<file path="src/hw/rtl/kqi_pkg.sv">
`timescale 1ns / 1ps
`default_nettype none

package kqi_pkg;

   // Field and arithmetic widths
   localparam int FIELD_W   = 20;
   localparam int COORD_W   = 16;
   localparam int REL_W     = FIELD_W + 1;           // signed field difference
   localparam int DIFF_W    = COORD_W + 1;           // signed corner difference
   localparam int PROD_W    = DIFF_W + REL_W;        // signed product
   localparam int MAG_W     = PROD_W - 1;            // product magnitude
   localparam int SUM_W     = PROD_W + 1;            // position plus quotient
   localparam int DIV_STEPS = MAG_W;                 // one quotient bit per step
   localparam int DIV_CNT_W = $clog2(DIV_STEPS);

   localparam int DEFAULT_QUEUE_DEPTH = 16;

   // Q2.14 constants
   localparam logic signed [COORD_W-1:0] ONE_Q14  = 16'sd16384;
   localparam logic signed [COORD_W-1:0] HALF_Q14 = 16'sd8192;
   localparam logic signed [COORD_W-1:0] POS_MAX  = 16'sd32767;
   localparam logic signed [COORD_W-1:0] POS_MIN  = -16'sd32768;

   // Opcodes
   localparam logic OP_ADD    = 1'b0;
   localparam logic OP_RENDER = 1'b1;

   // Corner index codes
   localparam logic [1:0] CORNER_TL = 2'd0;
   localparam logic [1:0] CORNER_BL = 2'd1;
   localparam logic [1:0] CORNER_BR = 2'd2;
   localparam logic [1:0] CORNER_TR = 2'd3;

   typedef struct packed {
      logic signed [COORD_W-1:0] x;
      logic signed [COORD_W-1:0] y;
   } corner_type;

   typedef struct packed {
      logic [FIELD_W-1:0] field;
      corner_type [3:0]   corner;
   } entry_type;

   typedef enum logic [2:0] {
      ST_IDLE,
      ST_FETCH,
      ST_CHECK,
      ST_MUL,
      ST_DIV,
      ST_WRITE,
      ST_EMIT
   } state_type;

   // Controller to datapath
   typedef struct packed {
      logic add;            // add transaction accepted
      logic load_render;    // render transaction accepted
      logic pop;            // make queue head current
      logic start_interp;   // load working corners, set up interpolation
      logic load_plain;     // load working corners, no interpolation
      logic mul;            // form product for one coordinate
      logic div_step;       // one restoring division step
      logic write_coord;    // finish one coordinate
      logic emit_next;      // result transaction taken
   } cmd_type;

   // Datapath to controller
   typedef struct packed {
      logic req_render;
      logic pop_ok;
      logic interp_ok;
      logic div_last;
      logic coord_last;
      logic corner_last;
   } status_type;

endpackage

`default_nettype wire

</file>
<file path="src/hw/rtl/kqi_if.sv">
`timescale 1ns / 1ps
`default_nettype none

interface kqi_req_if
   import kqi_pkg::*;
();
   logic                      valid;
   logic                      ready;
   logic                      opcode;
   logic [FIELD_W-1:0]        field_number;
   logic signed [COORD_W-1:0] top_left_x;
   logic signed [COORD_W-1:0] top_left_y;
   logic signed [COORD_W-1:0] bottom_left_x;
   logic signed [COORD_W-1:0] bottom_left_y;
   logic signed [COORD_W-1:0] bottom_right_x;
   logic signed [COORD_W-1:0] bottom_right_y;
   logic signed [COORD_W-1:0] top_right_x;
   logic signed [COORD_W-1:0] top_right_y;

   modport source (
      output valid, opcode, field_number,
      output top_left_x, top_left_y, bottom_left_x, bottom_left_y,
      output bottom_right_x, bottom_right_y, top_right_x, top_right_y,
      input  ready
   );

   modport sink (
      input  valid, opcode, field_number,
      input  top_left_x, top_left_y, bottom_left_x, bottom_left_y,
      input  bottom_right_x, bottom_right_y, top_right_x, top_right_y,
      output ready
   );
endinterface

interface kqi_rsp_if
   import kqi_pkg::*;
();
   logic                      valid;
   logic                      ready;
   logic [1:0]                corner_index;
   logic signed [COORD_W-1:0] pos_x;
   logic signed [COORD_W-1:0] pos_y;
   logic signed [COORD_W-1:0] tex_u;
   logic signed [COORD_W-1:0] tex_v;
   logic                      last_corner;

   modport source (
      output valid, corner_index, pos_x, pos_y, tex_u, tex_v, last_corner,
      input  ready
   );

   modport sink (
      input  valid, corner_index, pos_x, pos_y, tex_u, tex_v, last_corner,
      output ready
   );
endinterface

`default_nettype wire

</file>
<file path="src/hw/rtl/kqi_ctrl.sv">
`timescale 1ns / 1ps
`default_nettype none

module kqi_ctrl
   import kqi_pkg::*;
(
   input  wire logic       clock,
   input  wire logic       reset,
   input  wire logic       req_valid,
   output logic            req_ready,
   output logic            rsp_valid,
   input  wire logic       rsp_ready,
   input  wire status_type st,
   output cmd_type         cmd
);

   state_type state_ff;
   state_type state_in;

   // State register
   always_ff @(posedge clock) begin
      if (reset) begin
         state_ff <= ST_IDLE;
      end else begin
         state_ff <= state_in;
      end
   end

   // Next state and commands
   always_comb begin
      state_in  = state_ff;
      cmd       = '0;
      req_ready = 1'b0;
      rsp_valid = 1'b0;
      unique case (state_ff)
         ST_IDLE: begin
            req_ready = 1'b1;
            if (req_valid) begin
               if (st.req_render) begin
                  cmd.load_render = 1'b1;
                  state_in        = ST_FETCH;
               end else begin
                  cmd.add = 1'b1;
               end
            end
         end
         ST_FETCH: begin
            state_in = ST_CHECK;
         end
         ST_CHECK: begin
            if (st.pop_ok) begin
               cmd.pop  = 1'b1;
               state_in = ST_FETCH;
            end else if (st.interp_ok) begin
               cmd.start_interp = 1'b1;
               state_in         = ST_MUL;
            end else begin
               cmd.load_plain = 1'b1;
               state_in       = ST_EMIT;
            end
         end
         ST_MUL: begin
            cmd.mul  = 1'b1;
            state_in = ST_DIV;
         end
         ST_DIV: begin
            cmd.div_step = 1'b1;
            if (st.div_last) begin
               state_in = ST_WRITE;
            end
         end
         ST_WRITE: begin
            cmd.write_coord = 1'b1;
            state_in        = st.coord_last ? ST_EMIT : ST_MUL;
         end
         ST_EMIT: begin
            rsp_valid = 1'b1;
            if (rsp_ready) begin
               cmd.emit_next = 1'b1;
               if (st.corner_last) begin
                  state_in = ST_IDLE;
               end
            end
         end
         default: begin
            state_in = ST_IDLE;
         end
      endcase
   end

endmodule

`default_nettype wire

</file>
<file path="src/hw/rtl/kqi_datapath.sv">
`timescale 1ns / 1ps
`default_nettype none

module kqi_datapath
   import kqi_pkg::*;
#(
   parameter int QUEUE_DEPTH = DEFAULT_QUEUE_DEPTH
) (
   input  wire logic                      clock,
   input  wire logic                      reset,
   input  wire cmd_type                   cmd,
   output status_type                     st,
   input  wire logic                      req_opcode,
   input  wire logic [FIELD_W-1:0]        req_field_number,
   input  wire logic signed [COORD_W-1:0] req_top_left_x,
   input  wire logic signed [COORD_W-1:0] req_top_left_y,
   input  wire logic signed [COORD_W-1:0] req_bottom_left_x,
   input  wire logic signed [COORD_W-1:0] req_bottom_left_y,
   input  wire logic signed [COORD_W-1:0] req_bottom_right_x,
   input  wire logic signed [COORD_W-1:0] req_bottom_right_y,
   input  wire logic signed [COORD_W-1:0] req_top_right_x,
   input  wire logic signed [COORD_W-1:0] req_top_right_y,
   output logic [1:0]                     rsp_corner_index,
   output logic signed [COORD_W-1:0]      rsp_pos_x,
   output logic signed [COORD_W-1:0]      rsp_pos_y,
   output logic signed [COORD_W-1:0]      rsp_tex_u,
   output logic signed [COORD_W-1:0]      rsp_tex_v,
   output logic                           rsp_last_corner
);

   localparam int PTR_W = $clog2(QUEUE_DEPTH);
   localparam int CNT_W = $clog2(QUEUE_DEPTH + 1);
   localparam logic [PTR_W-1:0] PTR_LAST = PTR_W'(QUEUE_DEPTH - 1);
   localparam logic [CNT_W-1:0] CNT_FULL = CNT_W'(QUEUE_DEPTH);

   // Keyframe queue memory
   entry_type mem [QUEUE_DEPTH];
   entry_type head_ff;

   logic [PTR_W-1:0] wptr_ff, wptr_in;
   logic [PTR_W-1:0] rptr_ff, rptr_in;
   logic [CNT_W-1:0] count_ff, count_in;

   logic [FIELD_W-1:0] cur_field_ff, cur_field_in;
   corner_type [3:0]   cur_corner_ff, cur_corner_in;
   logic               has_cur_ff, has_cur_in;

   logic [FIELD_W-1:0]  field_ff, field_in;
   corner_type [3:0]    res_ff, res_in;
   logic signed [REL_W-1:0] rel_ff, rel_in;
   logic [FIELD_W-1:0]  delta_ff, delta_in;
   logic [2:0]          coord_ff, coord_in;
   logic [1:0]          corner_ff, corner_in;
   logic                neg_ff, neg_in;
   logic [FIELD_W-1:0]  rem_ff, rem_in;
   logic [MAG_W-1:0]    quo_ff, quo_in;
   logic [DIV_CNT_W-1:0] step_ff, step_in;

   entry_type new_entry;
   logic      push;

   logic signed [COORD_W-1:0] p_val;
   logic signed [COORD_W-1:0] n_val;
   logic signed [DIFF_W-1:0]  diff;
   logic signed [PROD_W-1:0]  prod;
   logic [FIELD_W:0]          shifted;
   logic                      q_bit;
   logic signed [SUM_W-1:0]   q_signed;
   logic signed [SUM_W-1:0]   sum;
   logic signed [COORD_W-1:0] sat_val;

   // Assemble incoming keyframe
   always_comb begin
      new_entry.field            = req_field_number;
      new_entry.corner[0].x      = req_top_left_x;
      new_entry.corner[0].y      = req_top_left_y;
      new_entry.corner[1].x      = req_bottom_left_x;
      new_entry.corner[1].y      = req_bottom_left_y;
      new_entry.corner[2].x      = req_bottom_right_x;
      new_entry.corner[2].y      = req_bottom_right_y;
      new_entry.corner[3].x      = req_top_right_x;
      new_entry.corner[3].y      = req_top_right_y;
      push = cmd.add && (count_ff != CNT_FULL);
   end

   // Write queue, read head
   always_ff @(posedge clock) begin
      if (push) begin
         mem[wptr_ff] <= new_entry;
      end
      head_ff <= mem[rptr_ff];
   end

   // Coordinate arithmetic for the selected working coordinate
   always_comb begin
      p_val = coord_ff[0] ? res_ff[coord_ff[2:1]].y : res_ff[coord_ff[2:1]].x;
      n_val = coord_ff[0] ? head_ff.corner[coord_ff[2:1]].y
                          : head_ff.corner[coord_ff[2:1]].x;
      diff  = DIFF_W'(n_val) - DIFF_W'(p_val);
      prod  = PROD_W'(diff) * PROD_W'(rel_ff);

      shifted = {rem_ff, quo_ff[MAG_W-1]};
      q_bit   = (shifted >= {1'b0, delta_ff});

      q_signed = neg_ff ? -SUM_W'($signed({1'b0, quo_ff}))
                        : SUM_W'($signed({1'b0, quo_ff}));
      sum      = SUM_W'(p_val) + q_signed;
      if (sum > SUM_W'(POS_MAX)) begin
         sat_val = POS_MAX;
      end else if (sum < SUM_W'(POS_MIN)) begin
         sat_val = POS_MIN;
      end else begin
         sat_val = sum[COORD_W-1:0];
      end
   end

   // Next-state logic
   always_comb begin
      wptr_in       = wptr_ff;
      rptr_in       = rptr_ff;
      count_in      = count_ff;
      cur_field_in  = cur_field_ff;
      cur_corner_in = cur_corner_ff;
      has_cur_in    = has_cur_ff;
      field_in      = field_ff;
      res_in        = res_ff;
      rel_in        = rel_ff;
      delta_in      = delta_ff;
      coord_in      = coord_ff;
      corner_in     = corner_ff;
      neg_in        = neg_ff;
      rem_in        = rem_ff;
      quo_in        = quo_ff;
      step_in       = step_ff;

      // Push keyframe; first one also becomes current
      if (push) begin
         wptr_in  = (wptr_ff == PTR_LAST) ? '0 : wptr_ff + 1'b1;
         count_in = count_ff + 1'b1;
      end
      if (cmd.add && !has_cur_ff) begin
         cur_field_in  = new_entry.field;
         cur_corner_in = new_entry.corner;
         has_cur_in    = 1'b1;
      end

      if (cmd.load_render) begin
         field_in = req_field_number;
      end

      // Retire head keyframe into current
      if (cmd.pop) begin
         cur_field_in  = head_ff.field;
         cur_corner_in = head_ff.corner;
         has_cur_in    = 1'b1;
         rptr_in       = (rptr_ff == PTR_LAST) ? '0 : rptr_ff + 1'b1;
         count_in      = count_ff - 1'b1;
      end

      if (cmd.start_interp || cmd.load_plain) begin
         res_in    = cur_corner_ff;
         corner_in = '0;
      end
      if (cmd.start_interp) begin
         rel_in   = $signed({1'b0, field_ff}) - $signed({1'b0, cur_field_ff});
         delta_in = head_ff.field - cur_field_ff;
         coord_in = '0;
      end

      // Sign-magnitude split of the product
      if (cmd.mul) begin
         neg_in  = prod[PROD_W-1];
         quo_in  = prod[PROD_W-1] ? MAG_W'(-prod) : prod[MAG_W-1:0];
         rem_in  = '0;
         step_in = '0;
      end

      // Restoring division, one quotient bit per step
      if (cmd.div_step) begin
         rem_in  = q_bit ? FIELD_W'(shifted - {1'b0, delta_ff}) : shifted[FIELD_W-1:0];
         quo_in  = {quo_ff[MAG_W-2:0], q_bit};
         step_in = step_ff + 1'b1;
      end

      if (cmd.write_coord) begin
         if (coord_ff[0]) begin
            res_in[coord_ff[2:1]].y = sat_val;
         end else begin
            res_in[coord_ff[2:1]].x = sat_val;
         end
         coord_in = coord_ff + 1'b1;
      end

      if (cmd.emit_next) begin
         corner_in = corner_ff + 1'b1;
      end
   end

   // Control registers
   always_ff @(posedge clock) begin
      if (reset) begin
         wptr_ff          <= '0;
         rptr_ff          <= '0;
         count_ff         <= '0;
         cur_field_ff     <= '0;
         cur_corner_ff[0] <= '{x: -ONE_Q14, y: ONE_Q14};
         cur_corner_ff[1] <= '{x: -ONE_Q14, y: -ONE_Q14};
         cur_corner_ff[2] <= '{x: ONE_Q14, y: -ONE_Q14};
         cur_corner_ff[3] <= '{x: ONE_Q14, y: ONE_Q14};
         has_cur_ff       <= 1'b0;
         coord_ff         <= '0;
         corner_ff        <= '0;
         step_ff          <= '0;
      end else begin
         wptr_ff       <= wptr_in;
         rptr_ff       <= rptr_in;
         count_ff      <= count_in;
         cur_field_ff  <= cur_field_in;
         cur_corner_ff <= cur_corner_in;
         has_cur_ff    <= has_cur_in;
         coord_ff      <= coord_in;
         corner_ff     <= corner_in;
         step_ff       <= step_in;
      end
   end

   // Payload registers
   always_ff @(posedge clock) begin
      field_ff <= field_in;
      res_ff   <= res_in;
      rel_ff   <= rel_in;
      delta_ff <= delta_in;
      neg_ff   <= neg_in;
      rem_ff   <= rem_in;
      quo_ff   <= quo_in;
   end

   // Status
   always_comb begin
      st.req_render  = (req_opcode == OP_RENDER);
      st.pop_ok      = (count_ff != '0) && (head_ff.field <= field_ff);
      st.interp_ok   = (count_ff != '0) && (head_ff.field > cur_field_ff);
      st.div_last    = (step_ff == DIV_CNT_W'(DIV_STEPS - 1));
      st.coord_last  = (coord_ff == 3'd7);
      st.corner_last = (corner_ff == CORNER_TR);
   end

   // Result payload: texture coordinate is floor(pos/2) + 0.5
   always_comb begin
      rsp_corner_index = corner_ff;
      rsp_pos_x        = res_ff[corner_ff].x;
      rsp_pos_y        = res_ff[corner_ff].y;
      rsp_tex_u        = (res_ff[corner_ff].x >>> 1) + HALF_Q14;
      rsp_tex_v        = (res_ff[corner_ff].y >>> 1) + HALF_Q14;
      rsp_last_corner  = (corner_ff == CORNER_TR);
   end

endmodule

`default_nettype wire

</file>
<file path="src/hw/rtl/keyframe_quad_interpolator_top.sv">
`timescale 1ns / 1ps
`default_nettype none

// Keyframe quad interpolator.
// req_chan takes add and render transactions (valid/ready). An add pushes a
// keyframe into the queue (dropped when full); the block stays idle. A render
// pops every queued keyframe at or before the requested field, then returns
// four corner transactions on rsp_chan, top-left first, last_corner on the
// fourth. After the pops, either the four results follow without
// interpolation, or 8 coordinates are interpolated first, each by one
// multiply, 37 steps of the bit-serial divider and one saturating add.
// The divider is shared by all coordinates. req_chan.ready is high only
// while no render is in progress; a stall on rsp_chan holds the current
// corner and the whole block.
// Reset (synchronous) empties the queue and loads the full-screen quad as
// the current keyframe; queue contents need no clearing.
module keyframe_quad_interpolator_top
   import kqi_pkg::*;
#(
   parameter int QUEUE_DEPTH = DEFAULT_QUEUE_DEPTH
) (
   input  wire logic  clock,
   input  wire logic  reset,
   kqi_req_if.sink    req_chan,
   kqi_rsp_if.source  rsp_chan
);

   cmd_type    cmd;
   status_type st;

   kqi_ctrl u_ctrl (
      .clock     (clock),
      .reset     (reset),
      .req_valid (req_chan.valid),
      .req_ready (req_chan.ready),
      .rsp_valid (rsp_chan.valid),
      .rsp_ready (rsp_chan.ready),
      .st        (st),
      .cmd       (cmd)
   );

   kqi_datapath #(
      .QUEUE_DEPTH (QUEUE_DEPTH)
   ) u_datapath (
      .clock              (clock),
      .reset              (reset),
      .cmd                (cmd),
      .st                 (st),
      .req_opcode         (req_chan.opcode),
      .req_field_number   (req_chan.field_number),
      .req_top_left_x     (req_chan.top_left_x),
      .req_top_left_y     (req_chan.top_left_y),
      .req_bottom_left_x  (req_chan.bottom_left_x),
      .req_bottom_left_y  (req_chan.bottom_left_y),
      .req_bottom_right_x (req_chan.bottom_right_x),
      .req_bottom_right_y (req_chan.bottom_right_y),
      .req_top_right_x    (req_chan.top_right_x),
      .req_top_right_y    (req_chan.top_right_y),
      .rsp_corner_index   (rsp_chan.corner_index),
      .rsp_pos_x          (rsp_chan.pos_x),
      .rsp_pos_y          (rsp_chan.pos_y),
      .rsp_tex_u          (rsp_chan.tex_u),
      .rsp_tex_v          (rsp_chan.tex_v),
      .rsp_last_corner    (rsp_chan.last_corner)
   );

endmodule

`default_nettype wire
</file>
<file path="src/flat_wrapper.sv">
// flat-port wrapper written by rule: the top's interface ports become plain ports
module keyframe_quad_interpolator_top_flat import kqi_pkg::*;
#(
   parameter int QUEUE_DEPTH = DEFAULT_QUEUE_DEPTH
)
  (clock, reset, req_chan_valid, req_chan_opcode, req_chan_field_number, req_chan_top_left_x, req_chan_top_left_y, req_chan_bottom_left_x, req_chan_bottom_left_y, req_chan_bottom_right_x, req_chan_bottom_right_y, req_chan_top_right_x, req_chan_top_right_y, req_chan_ready, rsp_chan_valid, rsp_chan_corner_index, rsp_chan_pos_x, rsp_chan_pos_y, rsp_chan_tex_u, rsp_chan_tex_v, rsp_chan_last_corner, rsp_chan_ready);
  kqi_req_if req_chan_i ();
  kqi_rsp_if rsp_chan_i ();
  input  wire logic clock;
  input  wire logic reset;
  input wire logic [$bits(req_chan_i.valid)-1:0] req_chan_valid;
  input wire logic [$bits(req_chan_i.opcode)-1:0] req_chan_opcode;
  input wire logic [$bits(req_chan_i.field_number)-1:0] req_chan_field_number;
  input wire logic [$bits(req_chan_i.top_left_x)-1:0] req_chan_top_left_x;
  input wire logic [$bits(req_chan_i.top_left_y)-1:0] req_chan_top_left_y;
  input wire logic [$bits(req_chan_i.bottom_left_x)-1:0] req_chan_bottom_left_x;
  input wire logic [$bits(req_chan_i.bottom_left_y)-1:0] req_chan_bottom_left_y;
  input wire logic [$bits(req_chan_i.bottom_right_x)-1:0] req_chan_bottom_right_x;
  input wire logic [$bits(req_chan_i.bottom_right_y)-1:0] req_chan_bottom_right_y;
  input wire logic [$bits(req_chan_i.top_right_x)-1:0] req_chan_top_right_x;
  input wire logic [$bits(req_chan_i.top_right_y)-1:0] req_chan_top_right_y;
  output wire logic [$bits(req_chan_i.ready)-1:0] req_chan_ready;
  output wire logic [$bits(rsp_chan_i.valid)-1:0] rsp_chan_valid;
  output wire logic [$bits(rsp_chan_i.corner_index)-1:0] rsp_chan_corner_index;
  output wire logic [$bits(rsp_chan_i.pos_x)-1:0] rsp_chan_pos_x;
  output wire logic [$bits(rsp_chan_i.pos_y)-1:0] rsp_chan_pos_y;
  output wire logic [$bits(rsp_chan_i.tex_u)-1:0] rsp_chan_tex_u;
  output wire logic [$bits(rsp_chan_i.tex_v)-1:0] rsp_chan_tex_v;
  output wire logic [$bits(rsp_chan_i.last_corner)-1:0] rsp_chan_last_corner;
  input wire logic [$bits(rsp_chan_i.ready)-1:0] rsp_chan_ready;
  assign req_chan_i.valid = req_chan_valid;
  assign req_chan_i.opcode = req_chan_opcode;
  assign req_chan_i.field_number = req_chan_field_number;
  assign req_chan_i.top_left_x = req_chan_top_left_x;
  assign req_chan_i.top_left_y = req_chan_top_left_y;
  assign req_chan_i.bottom_left_x = req_chan_bottom_left_x;
  assign req_chan_i.bottom_left_y = req_chan_bottom_left_y;
  assign req_chan_i.bottom_right_x = req_chan_bottom_right_x;
  assign req_chan_i.bottom_right_y = req_chan_bottom_right_y;
  assign req_chan_i.top_right_x = req_chan_top_right_x;
  assign req_chan_i.top_right_y = req_chan_top_right_y;
  assign req_chan_ready = req_chan_i.ready;
  assign rsp_chan_valid = rsp_chan_i.valid;
  assign rsp_chan_corner_index = rsp_chan_i.corner_index;
  assign rsp_chan_pos_x = rsp_chan_i.pos_x;
  assign rsp_chan_pos_y = rsp_chan_i.pos_y;
  assign rsp_chan_tex_u = rsp_chan_i.tex_u;
  assign rsp_chan_tex_v = rsp_chan_i.tex_v;
  assign rsp_chan_last_corner = rsp_chan_i.last_corner;
  assign rsp_chan_i.ready = rsp_chan_ready;
  keyframe_quad_interpolator_top #(.QUEUE_DEPTH(QUEUE_DEPTH)) u_core (.clock(clock), .reset(reset), .req_chan(req_chan_i), .rsp_chan(rsp_chan_i));
endmodule
</file>
<file path="config.mk">
export PLATFORM = sky130hd
export DESIGN_NAME = keyframe_quad_interpolator_top_flat
export DESIGN_NICKNAME = d
export VERILOG_FILES = /design/src/hw/rtl/kqi_pkg.sv /design/src/hw/rtl/kqi_if.sv /design/src/hw/rtl/kqi_ctrl.sv /design/src/hw/rtl/kqi_datapath.sv /design/src/hw/rtl/keyframe_quad_interpolator_top.sv /design/src/flat_wrapper.sv
export SDC_FILE = /design/constraint.sdc
export NUM_CORES = 2
export LEC_CHECK = 0
export BUFFER_PORTS_ARGS = -buffer_cell sky130_fd_sc_hd__buf_2
export CORE_ASPECT_RATIO = 0.6
export CORE_MARGIN = 1.5
export CORE_UTILIZATION = 40
export DETAILED_ROUTE_END_ITERATION = 7
export GPL_TIMING_DRIVEN = 0
export PLACE_DENSITY = 0.55
export SLEW_MARGIN = 20
export SYNTH_ARGS = -nofsm -noshare
export SYNTH_HDL_FRONTEND = slang
export SYNTH_SLANG_ARGS = --single-unit
</file>
<file path="constraint.sdc">
create_clock -name clock -period 40.8 [get_ports clock]
set_clock_uncertainty 0.15 [all_clocks]
set_input_delay 8.16 -clock clock [delete_from_list [all_inputs] [get_ports clock]]
set_output_delay 8.16 -clock clock [all_outputs]
set_load 0.02 [all_outputs]
</file>
======== Word-level counts from Yosys, hierarchy flattened ========
Memory sizes are Yosys's and may differ from the RTL's. A register that Yosys moved wholly into a read port is not among the register bits.
Index checks and enable logic that the tools add are counted.
word-level totals
  register bits after elaboration ......... 423
  memories kept ........................... 1
  logic and storage cells ................. 158
  RAM bits ................................ 2368
  bits of input ports ..................... 153
  output and inout bits ................... 69
cells by class
  eq/ne operators ......................... 17
  add/sub/neg operators ................... 16
  reduce and logical (&&, ||, !) cells .... 15
  $lt $le $gt $ge ......................... 8
  multiplexer cells ....................... 69
  $mul .................................... 1
memories
  memory                 depth  bits a word  read ports  clocked after memory_dff  wr ports  line                source
  u_core.u_datapath.mem  16     148          1           1                         1         kqi_datapath.sv:37  entry_type mem [QUEUE_DEPTH];
operators by type and width
  operator                count
  $mux 128                5
  $bwmux 128              2
  $bmux 32 s2             3
  $demux 32 s2            2
  $mux 32                 4
  $mux 37                 3
  $mux 20                 5
  $mux 16                 5
  $sub 20x20->20          2
  $add 16x39->39          1
  $gt 39x16->1 const B    1
  $lt 39x16->1 const B    1
  $mux 39                 1
  $neg 37->39             1
  $mul 17x21->38          1
  $neg 37->37             1
  $mux 3                  11
  $add 15x15->16 const B  2
  $ge 21x20->1            1
  $pmux 3 s7              1
  $sub 20x20->21          1
  $gt 20x20->1            1
  $le 20x20->1            1
  $sub 16x16->17          1
  29 further kinds        69

======== Logic depth before layout (Yosys ltp) ========
  word-level depth ........................ 10
  gate-level depth with buffers ........... 48
  depth with buffers taken out ............ 42

======== Cells and area by module ========
From an unflattened synthesis, not the netlist that was laid out.
unflattened totals
  cell total of the unflattened synthesis .. 8514
  area, all modules ....................... 135546.2 µm²
by module, submodules not included
  module        seq. area each (µm²)  area an instance (µm²)  instances  cells each
  kqi_datapath  83670.2               135232.2                1          8475
  kqi_ctrl      60.1                  314.1                   1          39

======== Least setup slack after synthesis ========
OpenSTA, ideal clock, no wires.
  path kind ............................... in2reg
  start point ............................. input port req_chan_opcode
  end point ............................... memory u_core.u_datapath.mem[3][0] (netlist bit), enable pin
  stages .................................. 4
  data arrival time ....................... 19.047 ns
  data required time ...................... 39.814 ns
  path buffers ............................ 0
  library setup time ...................... 0.836 ns
  setup slack ............................. 20.767 ns
  cell sequence ........................... nand3b_1 > a21oi_1 > nand2_1 > nor3_1
between the ends
  word-level cells in the longest chain between the ends .. 6
ends and longest elaborated chain
  what                          line                source
  start, declared               flat_wrapper.sv:12  input wire logic [$bits(req_chan_i.opcode)-1:0] req_chan_opcode;
  $mux 1                        kqi_ctrl.sv:39      if (st.req_render) begin
  $mux 2                        kqi_ctrl.sv:38      if (req_valid) begin
  $mux 2                        kqi_ctrl.sv:35      unique case (state_ff)
  $logic_and 1x1->1             kqi_datapath.sv:83  push = cmd.add && (count_ff != CNT_FULL);
  $mux 1                        kqi_datapath.sv:88  if (push) begin
  $mux 1 (not written as such)  kqi_datapath.sv:89  mem[wptr_ff] <= new_entry;
  end, declared                 kqi_datapath.sv:37
Every way passes these cells.

======== Final worst setup path ========
  start point ............................. register u_core.u_datapath.coord_ff[2]
  end point ............................... register u_core.u_datapath.quo_ff[13], data pin
between the ends
  elaborated cells between the ends (all ways) .. 12
  those cells by class .................... 2 x add/sub; 1 x mul; 9 x mux
RTL lines
  what                                   line                                                        source
  start, declared                        kqi_datapath.sv:52                                          logic [2:0] coord_ff, coord_in;
  start signal, assigned                 kqi_datapath.sv:221                                         coord_ff <= coord_in;
  $bmux 32 s2, on equally long branches  kqi_datapath.sv:97, kqi_datapath.sv:98, kqi_datapath.sv:96
  $mux 32, on equally long branches      kqi_datapath.sv:98, kqi_datapath.sv:96
  $mux 16, on equally long branches      kqi_datapath.sv:97, kqi_datapath.sv:96
  $sub 16x16->17 (*)                     kqi_datapath.sv:99                                          diff = DIFF_W'(n_val) - DIFF_W'(p_val);
  $mul 17x21->38 (*)                     kqi_datapath.sv:100                                         prod = PROD_W'(diff) * PROD_W'(rel_ff);
  net u_core.u_datapath.prod[37]         kqi_datapath.sv:65                                          logic signed [PROD_W-1:0] prod;
  $mux 37 (*)                            kqi_datapath.sv:173                                         quo_in = prod[PROD_W-1] ? MAG_W'(-prod) : prod[MAG_W-1:0];
  $mux 37 (*)                            kqi_datapath.sv:171                                         if (cmd.mul) begin
  $mux 37 (*)                            kqi_datapath.sv:179                                         if (cmd.div_step) begin
  net u_core.u_datapath.quo_in[13]       kqi_datapath.sv:56                                          logic [MAG_W-1:0] quo_ff, quo_in;
  end signal, assigned                   kqi_datapath.sv:235                                         quo_ff <= quo_in;
  end, declared                          kqi_datapath.sv:56
The timed path passes the listed nets; every way through them passes the cells marked *. The select of a mux whose other input is x is not followed.
A chain may end at the register's enable or synchronous reset.

==> summary.txt <==
Timing
  • Part of the cycle the worst path needs: between 30% and 40%
  • Unrepaired setup endpoints after global routing: no
  • Tmin final: around 16 ns
  • Slew @ Worst Pin: around 1.3 ns
  • Final-report setup violation count: 0
  • TNS Setup: 0 ns
  • Fmax achieved: roughly 0.063 GHz
  • Final Hold Fails: 0
  • Max transition margin: between 10 and 15%
  • Max-slew violation count: 0

Clocking
  • Max clock buf depth: 4
  • Clock transition at path regs: 0.07 ns
  • Postcts setup bufs: 0
  • H-tree levels: 5
  • CTS tree: built
  • CTS Hold Buffers Added: 0
  • Clock root cell: clkbuf_16
  • Post-CTS resize count: 0
  • Clock sinks: just under 3000
  • Worst-skew pair later-pin latency: around 0.9 ns
  • Inserted Clock Buffers: approximately 280

Flow run
  • Max cap viols: 0

Layout
  • Share of post-route cells with drive strength above 1: 21.7%
  • FILL cells: between 20000 and 30000
  • Multi-input logic area: between 0.04 and 0.05 mm^2
  • Register area: between 0.08 and 0.09 mm^2
  • Syn-to-layout area delta: 14.8%
  • Nets: 9410

Synth
  • Mapped Nets: ~8700
  • Post-synthesis mux area share: roughly 16%
  • Asr flop ratio synth: 0%
  • Synth area leaders: edfxtp_1, mux4_2, dfxtp_1, fa_1, ha_1
  • Synth Area in Adders: a little under 8%
  • Main combinational cell family by area after synthesis: multiplexers
  • Synth Area in XOR/XNOR: around 1.3%
  • Distinct cells, synth: 83
  • Post-synth EDFFs: roughly 2500
  • Synth Cell Area: 0.133 mm^2
  • Cells after synthesis: between 7000 and 8000
  • Top cell type by total area after synthesis: edfxtp_1
  • Post-synthesis area per instance: approximately 17 um^2
  • Synth top cells by count: edfxtp_1, mux4_2, inv_1
  • Compound-Gate Fraction of Synth Area: 4.28%
  • Synthesized flop and latch total: roughly 2900
  • Register area share after synthesis: 63.1%
  • Most common cell in the synthesized netlist: edfxtp_1
  • Prevailing post-synth register cell: edfxtp_1
  • Yosys warnings: 0
  • Synthesized-area fraction occupied by and/or/nand/nor cells: about 4.3%
  • Post-synth top area share: 56.3%

Routing
  • Antenna-violating nets left: 0
  • Vias per std cell: a little under 6
  • WL/cell: between 30 and 40 um
  • 1st-iter DRT viols: about 12000
  • Via Count: between 70000 and 80000
  • # DRC: 0
  • DRT Pass-1 Iters: 6
  • Final WL: roughly 440 mm

Critical path
  • Crit path top cell by count: fa_1
  • Reg2reg start: u_core.u_datapath.coord_ff[2]
  • CP bufs+invs: 11
  • Critical path startpoint category: register
  • Crit end category: register
  • Worst setup path start: u_core.u_datapath.coord_ff[2]
  • Critical path's slowest cell: buf_1
  • Worst reg2reg path endpoint: u_core.u_datapath.quo_ff[13]
  • CP top delay family: buffers and inverters
  • Critical path fanouts, max: 10
  • Worst Setup EP: u_core.u_datapath.quo_ff[13]
  • Setup CP Type: register to register
  • WP depth: 46
  • Worst endpoint required time: slightly above 40 ns
  • Worst R2R Setup Slack: roughly 25 ns
  • R2R depth: 46
  • Crit path DAT: roughly 16 ns
  • CP max stage delay: approximately 0.75 ns

Outcome
  • Outcome: finished clean

Floorplan
  • Die H: ~450 um
  • # IOs: 222
  • Core area: 0.329 mm^2
  • Die width: between 700 and 800 um
  • Num rows: approximately 160
  • Starting density of the core: 40.3%
  • Die area: between 0.3 and 0.4 mm^2

Placement
  • Routability cong.: between 0.9 and 1
  • IO Port Bufs: 221
  • Placed wire-length estimate: 336 mm

Global routing
  • First-pass GRT wire length: about 600 mm
  • Largest net degree at the start of global routing: 38
  • Vias in the first global route: ~75000
  • Congestion Overflow GR: 0
  • Global-route usage over all layers: a little over a quarter
  • Initial antenna violation count: between 100 and 150

Min path
  • HP Class: register to register
## how the worst min path moves through the flow
| stage | start | to | slack (ns) | depth (start not counted) |
|---|---|---|---|---|
| after floorplan | u_core.u_datapath.cur_corner_ff[126] | u_core.u_datapath.cur_corner_ff[126] | 0.27 | 2 |
| after global placement | u_core.u_datapath.cur_corner_ff[126] | u_core.u_datapath.cur_corner_ff[126] | 0.29 | 2 |
| after detailed placement | u_core.u_datapath.cur_corner_ff[79] | u_core.u_datapath.cur_corner_ff[79] | 0.29 | 2 |
| after CTS | u_core.u_datapath.cur_corner_ff[79] | u_core.u_datapath.cur_corner_ff[79] | 0.30 | 2 |
| after global routing | u_core.u_datapath.cur_corner_ff[110] | u_core.u_datapath.cur_corner_ff[110] | 0.31 | 2 |
| final | u_core.u_datapath.has_cur_ff | u_core.u_datapath.has_cur_ff | 0.30 | 2 |
## tightest hold or removal path, cell delays in order (launching register included)
cell	delay (ns)
dfxtp_1	0.31
inv_1	0.05
a21oi_1	0.05
## metrics by stage
stage | hold WS [ns] | std cells | cell area, um^2 | setup WS (ns) | util (%)
floorplan | 0.267 | 7904 | 133000 | 20.77 | -
global placement | 0.287 | 12497 | 139000 | 5.64 | 42.3
detailed placement | 0.292 | 12743 | 143000 | 25.37 | 43.6
CTS | 0.302 | 13235 | 152000 | 25.29 | 46.2
global route | 0.308 | 13244 | 152000 | 24.26 | 46.3
finish | 0.302 | 13257 | 152000 | 24.85 | 46.3
## kinds of logic after synthesis
| logic type | after synthesis |
|---|---|
| buffers and inverters | 977 |
| multiplexers | 1130 |
| XOR/XNOR | 191 |
| adder cells (fa/ha/maj) | 606 |
| AND/OR/NAND/NOR | 1229 |
| flip-flops | 2939 |
| AO/OA/AOI/OAI | 832 |
## cell type report
cell class | instances | share of cell area [%]
buffer | 427 | 1.21
clock buffer | 381 | 5.02
inverter | 550 | 1.36
antenna | 21 | 0.0345
clock inverter | 111 | 0.755
tap | 4372 | 3.59
sequential | 2939 | 54.9
timing repair buffer | 468 | 3.30
multi-input combinational | 3988 | 29.8
## cell usage in the layout (no fill, tap or decap), drive strengths merged, types with 26 or more instances in the layout
| cell type | n |
|---|---|
| a21o | 54 |
| mux2 | 33 |
| clkinv | 69 |
| and2 | 96 |
| dfxtp | 452 |
| buf | 550 |
| nand3 | 40 |
| nor2 | 346 |
| a21oi | 198 |
| nor2b | 99 |
| nor3 | 62 |
| clkbuf | 726 |
| o21ai | 163 |
| inv | 566 |
| mux4 | 836 |
| fa | 363 |
| edfxtp | 2487 |
| ha | 243 |
| nand4 | 33 |
| mux2i | 261 |
| xnor2 | 133 |
| xor2 | 58 |
| a221oi | 93 |
| nand2 | 423 |
| o21a | 26 |
| a211oi | 172 |
## sequential cells by signal (all words and copies together) (netlist names), 21 cells and up
name	cells
u_core.u_datapath.res_ff	128
u_core.u_datapath.cur_corner_ff	128
u_core.u_datapath.rel_ff	21
u_core.u_datapath.quo_ff	37
u_core.u_datapath.head_ff	148
u_core.u_datapath.mem	2368
## routing by layer
metal	track usage (%)	part of all wire [%]	routed length, um	up-vias
li1	-	-	-	31921
met1	42.3	46	205000	42041
met2	34.5	40	175000	4223
met3	6.99	12	51600	527
met4	5.14	2.2	9830	28
met5	0	0.034	150	-
Power is left out: the tool's default activity adds up to more than one toggle a clock period on the data nets, which glitch-free logic cannot reach.
